File: config.mk
export PLATFORM = sky130hd
export DESIGN_NAME = rational_normalize_gcd_top
export DESIGN_NICKNAME = d
export VERILOG_FILES = /design/src/sv/rng_pkg.sv /design/src/sv/rng_div.sv /design/src/sv/rational_normalize_gcd_top.sv
export SDC_FILE = /design/constraint.sdc
export NUM_CORES = 1
export LEC_CHECK = 0
export ABC_AREA = 1
export BUFFER_PORTS_ARGS = -buffer_cell sky130_fd_sc_hd__buf_2
export CORE_MARGIN = 2
export CORE_UTILIZATION = 50
export DETAILED_ROUTE_END_ITERATION = 6
export PLACE_DENSITY = 0.72
export SLEW_MARGIN = 20
export SYNTH_ARGS = -nofsm -noshare
export SYNTH_HDL_FRONTEND = slang
export SYNTH_SLANG_ARGS = --single-unit
File: constraint.sdc
create_clock -name clk -period 5.73 [get_ports clk]
set_clock_uncertainty 0.2 [all_clocks]
set_input_delay 0.573 -clock clk [delete_from_list [all_inputs] [get_ports clk]]
set_output_delay 0.573 -clock clk [all_outputs]
set_load 0.05 [all_outputs]
File: src/sv/rng_pkg.sv
`default_nettype none

package rng_pkg;

    // Status of the shared divider as seen by the sequencer.
    typedef struct packed {
        logic busy;
        logic done;
    } rng_div_status_t;

endpackage

`default_nettype wire

File: src/sv/rng_div.sv
`default_nettype none

module rng_div #(
    parameter int DATA_WIDTH = 32
) (
    input  wire logic                        clk,
    input  wire logic                        rst_n,
    input  wire logic                        start,
    input  wire logic [DATA_WIDTH-1:0]       dividend,
    input  wire logic [DATA_WIDTH-1:0]       divisor,
    output rng_pkg::rng_div_status_t         status,
    output logic      [DATA_WIDTH-1:0]       quotient,
    output logic      [DATA_WIDTH-1:0]       remainder
);

    import rng_pkg::*;

    localparam int CNT_W = (DATA_WIDTH > 1) ? $clog2(DATA_WIDTH) : 1;
    localparam logic [CNT_W-1:0] LAST_STEP = CNT_W'(DATA_WIDTH - 1);

    logic                  busy_reg;
    logic                  busy_next;
    logic                  done_reg;
    logic                  done_next;
    logic [CNT_W-1:0]      cnt_reg;
    logic [CNT_W-1:0]      cnt_next;
    logic [DATA_WIDTH-1:0] rem_reg;
    logic [DATA_WIDTH-1:0] rem_next;
    logic [DATA_WIDTH-1:0] quot_reg;
    logic [DATA_WIDTH-1:0] quot_next;
    logic [DATA_WIDTH-1:0] dvs_reg;
    logic [DATA_WIDTH-1:0] dvs_next;
    logic [DATA_WIDTH:0]   partial;
    logic [DATA_WIDTH:0]   trial;

    // One restoring step per cycle: shift in the next dividend bit and try a subtract.
    always_comb
    begin
        partial   = {rem_reg, quot_reg[DATA_WIDTH-1]};
        trial     = partial - {1'b0, dvs_reg};
        busy_next = busy_reg;
        done_next = 1'b0;
        cnt_next  = cnt_reg;
        rem_next  = rem_reg;
        quot_next = quot_reg;
        dvs_next  = dvs_reg;
        if (start)
        begin
            busy_next = 1'b1;
            cnt_next  = LAST_STEP;
            rem_next  = '0;
            quot_next = dividend;
            dvs_next  = divisor;
        end
        else if (busy_reg)
        begin
            if (trial[DATA_WIDTH])
            begin
                rem_next  = partial[DATA_WIDTH-1:0];
                quot_next = {quot_reg[DATA_WIDTH-2:0], 1'b0};
            end
            else
            begin
                rem_next  = trial[DATA_WIDTH-1:0];
                quot_next = {quot_reg[DATA_WIDTH-2:0], 1'b1};
            end
            cnt_next = cnt_reg - 1'b1;
            if (cnt_reg == '0)
            begin
                busy_next = 1'b0;
                done_next = 1'b1;
            end
        end
    end

    // Control state is reset; the datapath registers are loaded on start.
    always_ff @(posedge clk or negedge rst_n)
    begin
        if (!rst_n)
        begin
            busy_reg <= 1'b0;
            done_reg <= 1'b0;
            cnt_reg  <= '0;
        end
        else
        begin
            busy_reg <= busy_next;
            done_reg <= done_next;
            cnt_reg  <= cnt_next;
        end
    end

    always_ff @(posedge clk)
    begin
        rem_reg  <= rem_next;
        quot_reg <= quot_next;
        dvs_reg  <= dvs_next;
    end

    assign status.busy = busy_reg;
    assign status.done = done_reg;
    assign quotient    = quot_reg;
    assign remainder   = rem_reg;

endmodule

`default_nettype wire

File: src/sv/rational_normalize_gcd_top.sv
// Rational normalizer: reduces a signed fraction numerator_in/denominator_in to
// lowest terms, with the sign on the numerator and a nonnegative denominator.
// A zero numerator gives 0/1; a zero denominator gives +1/0 or -1/0.
// Input channel: in_valid/in_stall with numerator_in and denominator_in. A beat
// is taken when in_valid is high and in_stall is low. in_stall is low only while
// the sequencer is idle, so one fraction is worked on at a time.
// Output channel: out_valid/out_stall with reduced_numerator and
// reduced_denominator, held in an output register until the beat is taken.
// Sequence from the accepting edge to the load of the output register: a zero
// numerator goes straight to ST_FINISH. Otherwise every division runs on one
// shared restoring divider at one quotient bit per cycle: ST_GCD_NEXT and
// ST_GCD_WAIT for each Euclid remainder step (at most about 1.44 * DATA_WIDTH
// of them), ST_RN_START through ST_RD_WAIT for the divisions by the gcd, then
// ST_FINISH, which loads the output register; the next beat is taken in ST_IDLE.
// A new fraction is accepted while the previous result still waits in the
// output register; a finished result waits in its final state while the
// receiver stalls and the register is full.
// Reset clears the sequencer and the output valid; no result is pending after it.
`default_nettype none

module rational_normalize_gcd_top #(
    parameter int DATA_WIDTH = 32
) (
    input  wire logic                         clk,
    input  wire logic                         rst_n,
    input  wire logic                         in_valid,
    output logic                              in_stall,
    input  wire logic signed [DATA_WIDTH-1:0] numerator_in,
    input  wire logic signed [DATA_WIDTH-1:0] denominator_in,
    output logic                              out_valid,
    input  wire logic                         out_stall,
    output logic signed      [DATA_WIDTH-1:0] reduced_numerator,
    output logic             [DATA_WIDTH-2:0] reduced_denominator
);

    import rng_pkg::*;

    typedef enum logic [2:0] {
        ST_IDLE,
        ST_GCD_NEXT,
        ST_GCD_WAIT,
        ST_RN_START,
        ST_RN_WAIT,
        ST_RD_START,
        ST_RD_WAIT,
        ST_FINISH
    } state_t;

    state_t                state_reg;
    state_t                state_next;
    logic                  neg_reg;
    logic                  neg_next;
    logic [DATA_WIDTH-1:0] n_mag_reg;
    logic [DATA_WIDTH-1:0] n_mag_next;
    logic [DATA_WIDTH-1:0] d_mag_reg;
    logic [DATA_WIDTH-1:0] d_mag_next;
    logic [DATA_WIDTH-1:0] a_reg;
    logic [DATA_WIDTH-1:0] a_next;
    logic [DATA_WIDTH-1:0] b_reg;
    logic [DATA_WIDTH-1:0] b_next;
    logic [DATA_WIDTH-1:0] rn_reg;
    logic [DATA_WIDTH-1:0] rn_next;
    logic [DATA_WIDTH-1:0] res_num_reg;
    logic [DATA_WIDTH-1:0] res_num_next;
    logic [DATA_WIDTH-2:0] res_den_reg;
    logic [DATA_WIDTH-2:0] res_den_next;
    logic                  out_valid_reg;
    logic                  out_valid_next;
    logic [DATA_WIDTH-1:0] out_num_reg;
    logic [DATA_WIDTH-1:0] out_num_next;
    logic [DATA_WIDTH-2:0] out_den_reg;
    logic [DATA_WIDTH-2:0] out_den_next;

    logic                  in_take;
    logic                  n_neg;
    logic                  d_neg;
    logic [DATA_WIDTH-1:0] n_abs;
    logic [DATA_WIDTH-1:0] d_abs;
    logic [DATA_WIDTH-1:0] pos_max;

    logic                  div_start;
    logic [DATA_WIDTH-1:0] div_dividend;
    logic [DATA_WIDTH-1:0] div_divisor;
    rng_div_status_t       div_stat;
    logic [DATA_WIDTH-1:0] div_quot;
    logic [DATA_WIDTH-1:0] div_rem;

    // Magnitudes of the incoming beat; the most negative value maps to 2^(W-1).
    assign n_neg   = numerator_in[DATA_WIDTH-1];
    assign d_neg   = denominator_in[DATA_WIDTH-1];
    assign n_abs   = n_neg ? (~$unsigned(numerator_in) + 1'b1) : $unsigned(numerator_in);
    assign d_abs   = d_neg ? (~$unsigned(denominator_in) + 1'b1) : $unsigned(denominator_in);
    assign pos_max = {1'b0, {(DATA_WIDTH-1){1'b1}}};

    assign in_stall = (state_reg != ST_IDLE);
    assign in_take  = in_valid && !in_stall;

    // Divider launch: Euclid steps divide a by b; the reductions divide by the gcd in a.
    always_comb
    begin
        div_start    = 1'b0;
        div_dividend = a_reg;
        div_divisor  = a_reg;
        case (state_reg)
            ST_GCD_NEXT:
            begin
                div_start    = (b_reg != '0);
                div_dividend = a_reg;
                div_divisor  = b_reg;
            end
            ST_RN_START:
            begin
                div_start    = 1'b1;
                div_dividend = n_mag_reg;
            end
            ST_RD_START:
            begin
                div_start    = 1'b1;
                div_dividend = d_mag_reg;
            end
            default:
            begin
                div_start = 1'b0;
            end
        endcase
    end

    rng_div #(
        .DATA_WIDTH (DATA_WIDTH)
    ) u_div (
        .clk       (clk),
        .rst_n     (rst_n),
        .start     (div_start),
        .dividend  (div_dividend),
        .divisor   (div_divisor),
        .status    (div_stat),
        .quotient  (div_quot),
        .remainder (div_rem)
    );

    // Sequencer next-state and datapath updates.
    always_comb
    begin
        state_next     = state_reg;
        neg_next       = neg_reg;
        n_mag_next     = n_mag_reg;
        d_mag_next     = d_mag_reg;
        a_next         = a_reg;
        b_next         = b_reg;
        rn_next        = rn_reg;
        res_num_next   = res_num_reg;
        res_den_next   = res_den_reg;
        out_valid_next = out_valid_reg;
        out_num_next   = out_num_reg;
        out_den_next   = out_den_reg;

        if (out_valid_reg && !out_stall)
        begin
            out_valid_next = 1'b0;
        end

        case (state_reg)
            ST_IDLE:
            begin
                if (in_take)
                begin
                    neg_next   = n_neg ^ d_neg;
                    n_mag_next = n_abs;
                    d_mag_next = d_abs;
                    a_next     = n_abs;
                    b_next     = d_abs;
                    if (n_abs == '0)
                    begin
                        res_num_next = '0;
                        res_den_next = (DATA_WIDTH-1)'(1);
                        state_next   = ST_FINISH;
                    end
                    else
                    begin
                        state_next = ST_GCD_NEXT;
                    end
                end
            end
            ST_GCD_NEXT:
            begin
                // A zero remainder leaves the gcd in a.
                if (b_reg == '0)
                begin
                    state_next = ST_RN_START;
                end
                else
                begin
                    state_next = ST_GCD_WAIT;
                end
            end
            ST_GCD_WAIT:
            begin
                if (div_stat.done)
                begin
                    a_next     = b_reg;
                    b_next     = div_rem;
                    state_next = ST_GCD_NEXT;
                end
            end
            ST_RN_START:
            begin
                state_next = ST_RN_WAIT;
            end
            ST_RN_WAIT:
            begin
                if (div_stat.done)
                begin
                    rn_next    = div_quot;
                    state_next = ST_RD_START;
                end
            end
            ST_RD_START:
            begin
                state_next = ST_RD_WAIT;
            end
            ST_RD_WAIT:
            begin
                // Apply the sign and saturate what does not fit.
                if (div_stat.done)
                begin
                    if (neg_reg)
                    begin
                        res_num_next = ~rn_reg + 1'b1;
                    end
                    else if (rn_reg[DATA_WIDTH-1])
                    begin
                        res_num_next = pos_max;
                    end
                    else
                    begin
                        res_num_next = rn_reg;
                    end
                    if (div_quot[DATA_WIDTH-1])
                    begin
                        res_den_next = pos_max[DATA_WIDTH-2:0];
                    end
                    else
                    begin
                        res_den_next = div_quot[DATA_WIDTH-2:0];
                    end
                    state_next = ST_FINISH;
                end
            end
            ST_FINISH:
            begin
                // Load the output register once it is empty or being emptied.
                if (!out_valid_reg || !out_stall)
                begin
                    out_valid_next = 1'b1;
                    out_num_next   = res_num_reg;
                    out_den_next   = res_den_reg;
                    state_next     = ST_IDLE;
                end
            end
            default:
            begin
                state_next = ST_IDLE;
            end
        endcase
    end

    // State and registered outputs.
    always_ff @(posedge clk or negedge rst_n)
    begin
        if (!rst_n)
        begin
            state_reg     <= ST_IDLE;
            out_valid_reg <= 1'b0;
        end
        else
        begin
            state_reg     <= state_next;
            out_valid_reg <= out_valid_next;
        end
    end

    always_ff @(posedge clk)
    begin
        neg_reg     <= neg_next;
        n_mag_reg   <= n_mag_next;
        d_mag_reg   <= d_mag_next;
        a_reg       <= a_next;
        b_reg       <= b_next;
        rn_reg      <= rn_next;
        res_num_reg <= res_num_next;
        res_den_reg <= res_den_next;
        out_num_reg <= out_num_next;
        out_den_reg <= out_den_next;
    end

    assign out_valid           = out_valid_reg;
    assign reduced_numerator   = $signed(out_num_reg);
    assign reduced_denominator = out_den_reg;

    // The divider is only launched when it is free.
    assert property (@(posedge clk) disable iff (!rst_n)
        div_start |-> !div_stat.busy)
        else $error("divider launched while busy");

    // A divider result only arrives while the sequencer waits for one.
    assert property (@(posedge clk) disable iff (!rst_n)
        div_stat.done |-> (state_reg == ST_GCD_WAIT || state_reg == ST_RN_WAIT ||
                           state_reg == ST_RD_WAIT))
        else $error("divider result outside a wait state");

    // An accepted beat always starts work on the next cycle.
    assert property (@(posedge clk) disable iff (!rst_n)
        in_take |=> (state_reg == ST_GCD_NEXT || state_reg == ST_FINISH))
        else $error("accepted beat did not start the sequencer");

    // A zero result always carries a denominator of one.
    assert property (@(posedge clk) disable iff (!rst_n)
        (out_valid && reduced_numerator == '0) |-> (reduced_denominator == 1))
        else $error("zero numerator without unit denominator");

endmodule

`default_nettype wire

==> results of run 1 <==
cell usage in the layout (no fill, tap or decap), types with 9 or more instances in the layout:
cell / synthesis / routed
clkbuf_16: 0 / 41
nor4_1: 9 / 9
clkinv_1: 3 / 10
nand2_1: 539 / 539
nor2_2: 7 / 9
nor2_1: 272 / 268
edfxtp_1: 351 / 351
nand2_2: 22 / 21
buf_4: 3 / 17
nand3_2: 15 / 15
a31oi_1: 14 / 14
dfxtp_1: 32 / 32
o21ai_1: 32 / 32
nand4_1: 24 / 24
nand3_1: 89 / 89
or2_2: 9 / 9
dfrtp_1: 11 / 11
xor2_1: 37 / 37
nor3_1: 27 / 26
ha_1: 37 / 37
inv_1: 254 / 254
xnor2_1: 19 / 19
a21oi_1: 66 / 64
buf_2: 15 / 132
o21ai_0: 162 / 162
a41oi_1: 31 / 31
worst max-delay path by stage:
| stage | startpoint | endpoint | slack (ns) | depth (start not counted) |
|---|---|---|---|---|
| final | state_reg[0] | u_div.remainder[29] | 2.14 | 11 |
| after global routing | state_reg[0] | u_div.remainder[31] | 1.83 | 11 |
| after detailed placement | numerator_in[31] | res_den_reg[1] | 1.92 | 12 |
| after floorplan | numerator_in[1] | res_den_reg[0] | 0.22 | 14 |
| after CTS | state_reg[0] | u_div.remainder[29] | 2.15 | 11 |
| after global placement | numerator_in[0] | res_den_reg[4] | 2.06 | 16 |
report_power, final:
part           leakage, nW  internal [mW]          switching, mW
registers             3.22           3.09  0.0000000000000000774
clock network        0.646           1.56                   1.13
logic                 5.26         0.0569                  0.125
total                 9.13           4.71                   1.26
timing repair:
action                                  CTS  global route
hold buffers                              1             0
hold endpoints to repair                 11             0
setup buffers                             0             0
endpoints found under the setup margin    0             0
kinds of logic (layout without fill, tap and decap cells):
logic type,Yosys count,in the layout
simple gates,1038,1038
flops,394,394
compound gates,338,338
buf+inv,331,488
xor+xnor,56,56
fa+ha+maj,38,38
stage by stage:
step                setup slack, ns  cell area [um^2]  hold WS [ns]
CTS                            2.15             22700      0.000596
global placement               2.06             21300         0.203
detailed placement             1.92             21300         0.205
global route                   1.83             22700        0.0170
floorplan                     0.219             20200        0.0774
finish                         2.14             22700        0.0301
layer usage:
| layer | vias to the layer above | track usage (%) | part of all wire (%) |
|---|---|---|---|
| li1 | 7630 | - | - |
| met1 | 7471 | 33.3 | 40 |
| met2 | 647 | 43.7 | 49 |
| met3 | 118 | 3.02 | 6.3 |
| met4 | 0 | 10.5 | 4.0 |
| met5 | - | 0 | 0 |
cell type report:
| type | count | area [um^2] |
|---|---|---|
| fill | 3470 | 17000 |
| sequential | 394 | 11500 |
| multi-input combinational | 1470 | 7440 |
| clock buffer | 47 | 1050 |
| inverter | 264 | 991 |
| timing repair buffer | 150 | 798 |
| tap | 525 | 657 |
| clock inverter | 27 | 302 |
==> flow_metrics.tcl, run 1 <==
set metrics [dict create \
    vias_per_cell 5.51 \
    holdPathEnd "n_mag_reg[0]" \
    number_of_design_rule_violations_left_by_the_first_detailed_router_iteration 1483 \
    global_placement_routability_congestion 0.966 \
    timing.hold.worst.start "numerator_in[0]" \
    post-synth-top-count-cell "nand2_1" \
    r2r_cells 11 \
    synthCells 2195 \
    floorplan.core_area_mm2 0.0397 \
    cell_chain_of_the_critical_path "inv_2 > nor2_1 > inv_1 > nor2_2 > nor2_4 > nand2_4 > buf_4 > nor2_2 > buf_4 > o21ai_0 > o21ai_0" \
    final_nets 2426 \
    synth_common_cells "nand2_1 (539), edfxtp_1 (351), nor2_1 (272)" \
    netlist-cell-type-count 57 \
    clkLatencyLatePin_ns 0.56 \
    synth_seq_area_share_pct 56.8 \
    cts_max_level 2 \
    critical_path_data_arrival_time_ns 3.86 \
    clock_sinks 394 \
    synth-simple-area-share_pct 22.2 \
    synth_seq_cells 394 \
    dp_hpwl_um 40400 \
    synth-warning-count 0 \
    syn-cell-area_mm2 0.0202 \
    remaining_drc_errors 0 \
    wl_um 53900 \
    maximum_buffer_depth_of_the_clock_tree 3 \
    drive_above_1_share_pct 12.8 \
    final_max_slew_viol_count 0 \
    first_global_vias 14981 \
    crit_buf_inv 4 \
    timing.fmax_mhz 279 \
    worst_slew_pin_slew_ns 1.08 \
    synth_top_flop_cell "edfxtp_1" \
    path_delay_family "simple AND/OR/NAND/NOR gates" \
    syn-num-nets 2301 \
    drtAntennaViolNets 0 \
    grt-ovfl-total 0 \
    globalRouteTotalUtil_pct 25.7 \
    slowest_cp_cell "nor2_4" \
    run_status "finished, final reports clean" \
    die_h_um 205 \
    tritoncts "built" \
    fin_util_pct 57.1 \
    fp-row-count 73 \
    avgSynthCellArea_um2 9.18 \
    flow.area_growth_from_synthesis_pct 12.6 \
    ios 133 \
    crit_path_max_fanout 66 \
    detail_route.wl_per_cell_um 18.7 \
    fin_setup_tns_ns 0 \
    adder_cell_area_share_of_the_yosys_netlist_pct 2.40 \
    worstSetupStartpointType "flip-flop" \
    setup_violations 0 \
    finalCritPeriodShare_pct 62.6 \
    max_stage_delay_ns 0.67 \
    worstReg2RegStart "state_reg[0]" \
    placedCellCount 2802 \
    power_density_mw_per_mm2 263 \
    hold-path-cell-count 1 \
    antenna_found_initial 0 \
    ff2ff_setup_slack_ns 2.14 \
    timing.max_slew.rel_slack_pct 27.7 \
    worst_r2r_endpoint "u_div.remainder[29]" \
    finalHoldViolations 0 \
    clock-root-buffer "clkbuf_16" \
    synth_edf_count 351 \
    ys_top_cells_by_area "edfxtp_1 (52%), nand2_1 (10%), nor2_1 (5.1%)" \
    design.die.area_mm2 0.0419 \
    cts_resized 0 \
    max-vdd-ir-drop_v 0.000187 \
    timing_worst_setup_path_type "flip-flop to flip-flop" \
    setup.worst_path.end_class "flip-flop" \
    die_w_um 205 \
    synth_top_cell_by_area "edfxtp_1" \
    synth_top_area_share_pct 52.3 \
    min_period_ns 3.59 \
    antennaDiodeCount 0 \
    cts.reportedPaths.clkPinSlew_ns 0.07 \
    async_flop_share_pct 2.79 \
    grt_first_pass_wirelength_um 82800 \
    cts_inserted_buffers 40 \
    critPathRequiredTime_ns 6.00 \
    firstDrtPassIters 5 \
    initial_core_util_pct 50.7 \
    xor_xnor_share_of_the_synthesized_area_pct 2.43 \
    min-delay-path-class "input pin to flip-flop" \
    power.static_leakage_nw 9.13 \
    via_count 15866 \
    largest_net_degree_at_the_start_of_global_routing 91 \
    synth.mux.area_fraction_pct 0 \
    drv_cap 0 \
    unrepaired_setup_endpoints_after_global_routing "false" \
    finalNonFillerCells 2877 \
    portBuffers 132 \
    totalPowerFinal_mw 5.96 \
    synth-compound-area-share_pct 9.55 \
    main_combinational_cell_family_by_area_after_synthesis "simple AND/OR/NAND/NOR gates" \
]
No activity file was read; power rests on OpenSTA's default activity.
==> run 2: changes to the inputs <==
--- a/config.mk
+++ b/config.mk
@@ -5,12 +5,12 @@
 export SDC_FILE = /design/constraint.sdc
 export NUM_CORES = 1
 export LEC_CHECK = 0
-export ABC_AREA = 1
+export ABC_AREA = 0
 export BUFFER_PORTS_ARGS = -buffer_cell sky130_fd_sc_hd__buf_2
 export CORE_MARGIN = 2
 export CORE_UTILIZATION = 50
 export DETAILED_ROUTE_END_ITERATION = 6
-export PLACE_DENSITY = 0.72
+export PLACE_DENSITY = 0.75
 export SLEW_MARGIN = 20
 export SYNTH_ARGS = -nofsm -noshare
 export SYNTH_HDL_FRONTEND = slang
==> constraint.sdc (replaced) <==
create_clock -name clk -period 3.01 [get_ports clk]
set_clock_uncertainty 0.2 [all_clocks]
set_input_delay 0.301 -clock clk [delete_from_list [all_inputs] [get_ports clk]]
set_output_delay 0.301 -clock clk [all_outputs]
set_load 0.05 [all_outputs]
==> run 2 against run 1 <==
The run now ends with setup timing left. Utilization is 7.0 points higher. Sequential share of layout area fell by 4.0 points. Synthesized area down 3.8%. Clock power is 75% higher. Largest power group is now combinational logic.
==> flow_metrics.tcl, run 2 <==
set metrics [dict create \
    wl_um 50400 \
    ios 133 \
    multi_input_gate_area_mm2 0.00773 \
    design.die.area_mm2 0.0404 \
    layout_setup_ws_ns -0.505 \
    firstDrtPassIters 6 \
    synth_common_cells "edfxtp_1 (351), nand2_1 (177), nor2_1 (146)" \
    initial_core_util_pct 50.4 \
    global_placement_routability_congestion 0.946 \
    crit_path_max_fanout 23 \
    critPathRequiredTime_ns 3.22 \
    final.fill_count 2892 \
    avgSynthCellArea_um2 11.6 \
    ff2ff_setup_slack_ns -0.50 \
    die_w_um 201 \
    r2r_cells 14 \
    vias_per_cell 5.73 \
    hold-worst-slack_ns 0.0180 \
    synth-warning-count 0 \
    fp-row-count 72 \
    synth_edf_count 351 \
    power_density_mw_per_mm2 986 \
    sequential_cell_area_mm2 0.0115 \
    final_nets 2159 \
    power.static_leakage_nw 9.43 \
    finalHoldViolations 0 \
    clkLatencyLatePin_ns 0.54 \
    timing.fmax_mhz 285 \
    drtAntennaViolNets 0 \
    sequentialPowerShare_pct 36.3 \
    min_period_ns 3.51 \
    cellInternalPower_mw 15.5 \
    largest_net_degree_at_the_start_of_global_routing 71 \
    ys_top_cells_by_area "edfxtp_1 (54%), mux2_2 (5.3%), o21ai_0 (3.5%)" \
    grt-ovfl-total 0 \
    dp_hpwl_um 35300 \
    async_flop_share_pct 2.79 \
    die_h_um 201 \
    flow.area_growth_from_synthesis_pct 27.2 \
    final_cell_area_mm2 0.0247 \
    drive_above_1_share_pct 32.0 \
    worst_slew_pin_slew_ns 0.765 \
    globalRouteTotalUtil_pct 24.0 \
    cts.reportedPaths.clkPinSlew_ns 0.06 \
    syn-cell-area_mm2 0.0194 \
    worstSetupStartpointType "flip-flop" \
    synthCells 1670 \
    syn-num-nets 1776 \
    grt_first_pass_wirelength_um 77000 \
    setup.worst_path.end_class "flip-flop" \
    synth_top_flop_cell "edfxtp_1" \
    via_count 14891 \
    tritoncts "built" \
    detail_route.wl_per_cell_um 19.4 \
    final_max_slew_viol_count 0 \
    synth_top_area_share_pct 54.4 \
    placed_cell_area_mm2 0.0226 \
    sw_frac_of_total_pct 36.4 \
    finalCritPeriodShare_pct 117 \
    post-synth-top-count-cell "edfxtp_1" \
    netSwitchingPower_mw 8.84 \
    layout.cells.most_common_list "edfxtp_1 (351), buf_4 (264), nand2_1 (173), nor2_1 (142), buf_2 (129)" \
    layout_commonest_cell "edfxtp_1" \
    antennaDiodeCount 0 \
    clock_sinks 394 \
    synth_seq_area_share_pct 59.1 \
    synth_top_cell_by_area "edfxtp_1" \
    remaining_drc_errors 0 \
    cts_max_level 2 \
    number_of_design_rule_violations_left_by_the_first_detailed_router_iteration 1371 \
    max-vdd-ir-drop_v 0.000412 \
    violations "setup timing" \
    timing.max_slew.rel_slack_pct 49.0 \
    setup_violations 84 \
    clock-root-buffer "clkbuf_16" \
    critical_path_data_arrival_time_ns 3.72 \
    netlist-cell-type-count 79 \
    antenna_found_initial 0 \
    drv_cap 0 \
    cts_inserted_buffers 39 \
    synth_seq_cells 394 \
    min-delay-path-class "input pin to flip-flop" \
    timing_worst_setup_path_type "flip-flop to flip-flop" \
    maximum_buffer_depth_of_the_clock_tree 3 \
    first_global_vias 14156 \
    combinationalPowerShare_pct 44.4 \
    run_status "finished with violations" \
    hold-path-cell-count 3 \
    share_clk_of_total_power_pct 19.3 \
    floorplan.core_area_mm2 0.0385 \
    portBuffers 132 \
    unrepaired_setup_endpoints_after_global_routing "true" \
]
==> run 2: cell types whose count changed after synthesis, moves of 34 or more <==
cell / delta
xnor2_1: +50
o22ai_1: +34
nand3_1: -71
nand2_1: -362
nor2_1: -126
mux2_2: +91
inv_1: -188
==> run 2: cell type report <==
cell class                 instances  area share (%)
clock inverter                    19           0.680
timing repair buffer             433            13.5
clock buffer                      51            4.27
inverter                          67            1.09
sequential                       394            46.5
multi-input combinational       1118            31.3
tap                              518            2.63
==> run 2: logic make-up after synthesis <==
kind of cell | after synthesis | share of synthesized area (%)
mux | 104 | 5.96
compound gates | 379 | 12.5
simple gates | 501 | 12.3
flops | 394 | 59.1
fa+ha+maj | 38 | 2.49
xor+xnor | 96 | 4.34
buf+inv | 158 | 3.30
==> run 2: power groups by stage <==
stage | Clock [mW] | Combinational [mW] | Sequential, mW
4_1_cts | 4.73 | 10.3 | 8.80
6_report | 4.70 | 10.8 | 8.82
3_3_place_gp | 0 | 9.60 | 8.82
5_1_grt | 4.96 | 11.8 | 8.96
3_5_place_dp | 0 | 9.80 | 8.88
2_1_floorplan | 0 | 6.03 | 9.32
==> run 2: worst paths after layout <==
| path | to | startpoint |
|---|---|---|
| min in group asynchronous | u_div.busy_reg | rst_n |
| max in group asynchronous | out_valid | rst_n |
| max reg2reg | u_div.remainder[23] | u_div.quotient[31] |
| max | u_div.remainder[23] | u_div.quotient[31] |
| min reg2reg | reduced_numerator[14] | res_num_reg[14] |
| min | a_reg[0] | numerator_in[0] |
==> run 2: through the flow <==
step	util, %	power [mW]	TNS [ns]	worst slack, ns	cells
6_report	64.1	24.3	-16.97	-0.505	2600
3_5_place_dp	58.8	18.7	-70.05	-0.707	2487
5_1_grt	64.1	25.7	-26.36	-0.643	2600
3_3_place_gp	58.8	18.4	-63.25	-0.643	2487
4_1_cts	63.1	23.8	-13.99	-0.464	2587
2_1_floorplan	-	15.3	-90.24	-1.12	1670
==> run 2: worst max-delay path, cell delays in order (launching register included) <==
cell and delay, ns:
edfxtp_1 0.40, inv_2 0.14, ha_4 0.16, inv_2 0.03, fa_2 0.34, a21oi_2 0.14, o211ai_1 0.15, a2111o_1 0.45
o21ai_2 0.12, o21ai_2 0.09, a221o_1 0.39, xnor2_2 0.22, buf_12 0.22, mux2i_1 0.24, o21ai_1 0.08
==> run 2: what timing repair did <==
action / 4_1_cts / 5_1_grt
buffers inserted: 18 / 9
setup endpoints to repair: 129 / 171
gates cloned: 4 / 6
pin swaps: 17 / 14
hold buffers: 8 / 0
endpoints found under the hold margin: 18 / 0
resized for setup: 35 / 35
==> run 2: routing by layer <==
metal / track usage (%) / wire length, um
met4: 8.15 / 1510
met1: 32.3 / 20900
met5: 0 / 0
met3: 2.99 / 3270
met2: 40.6 / 24600
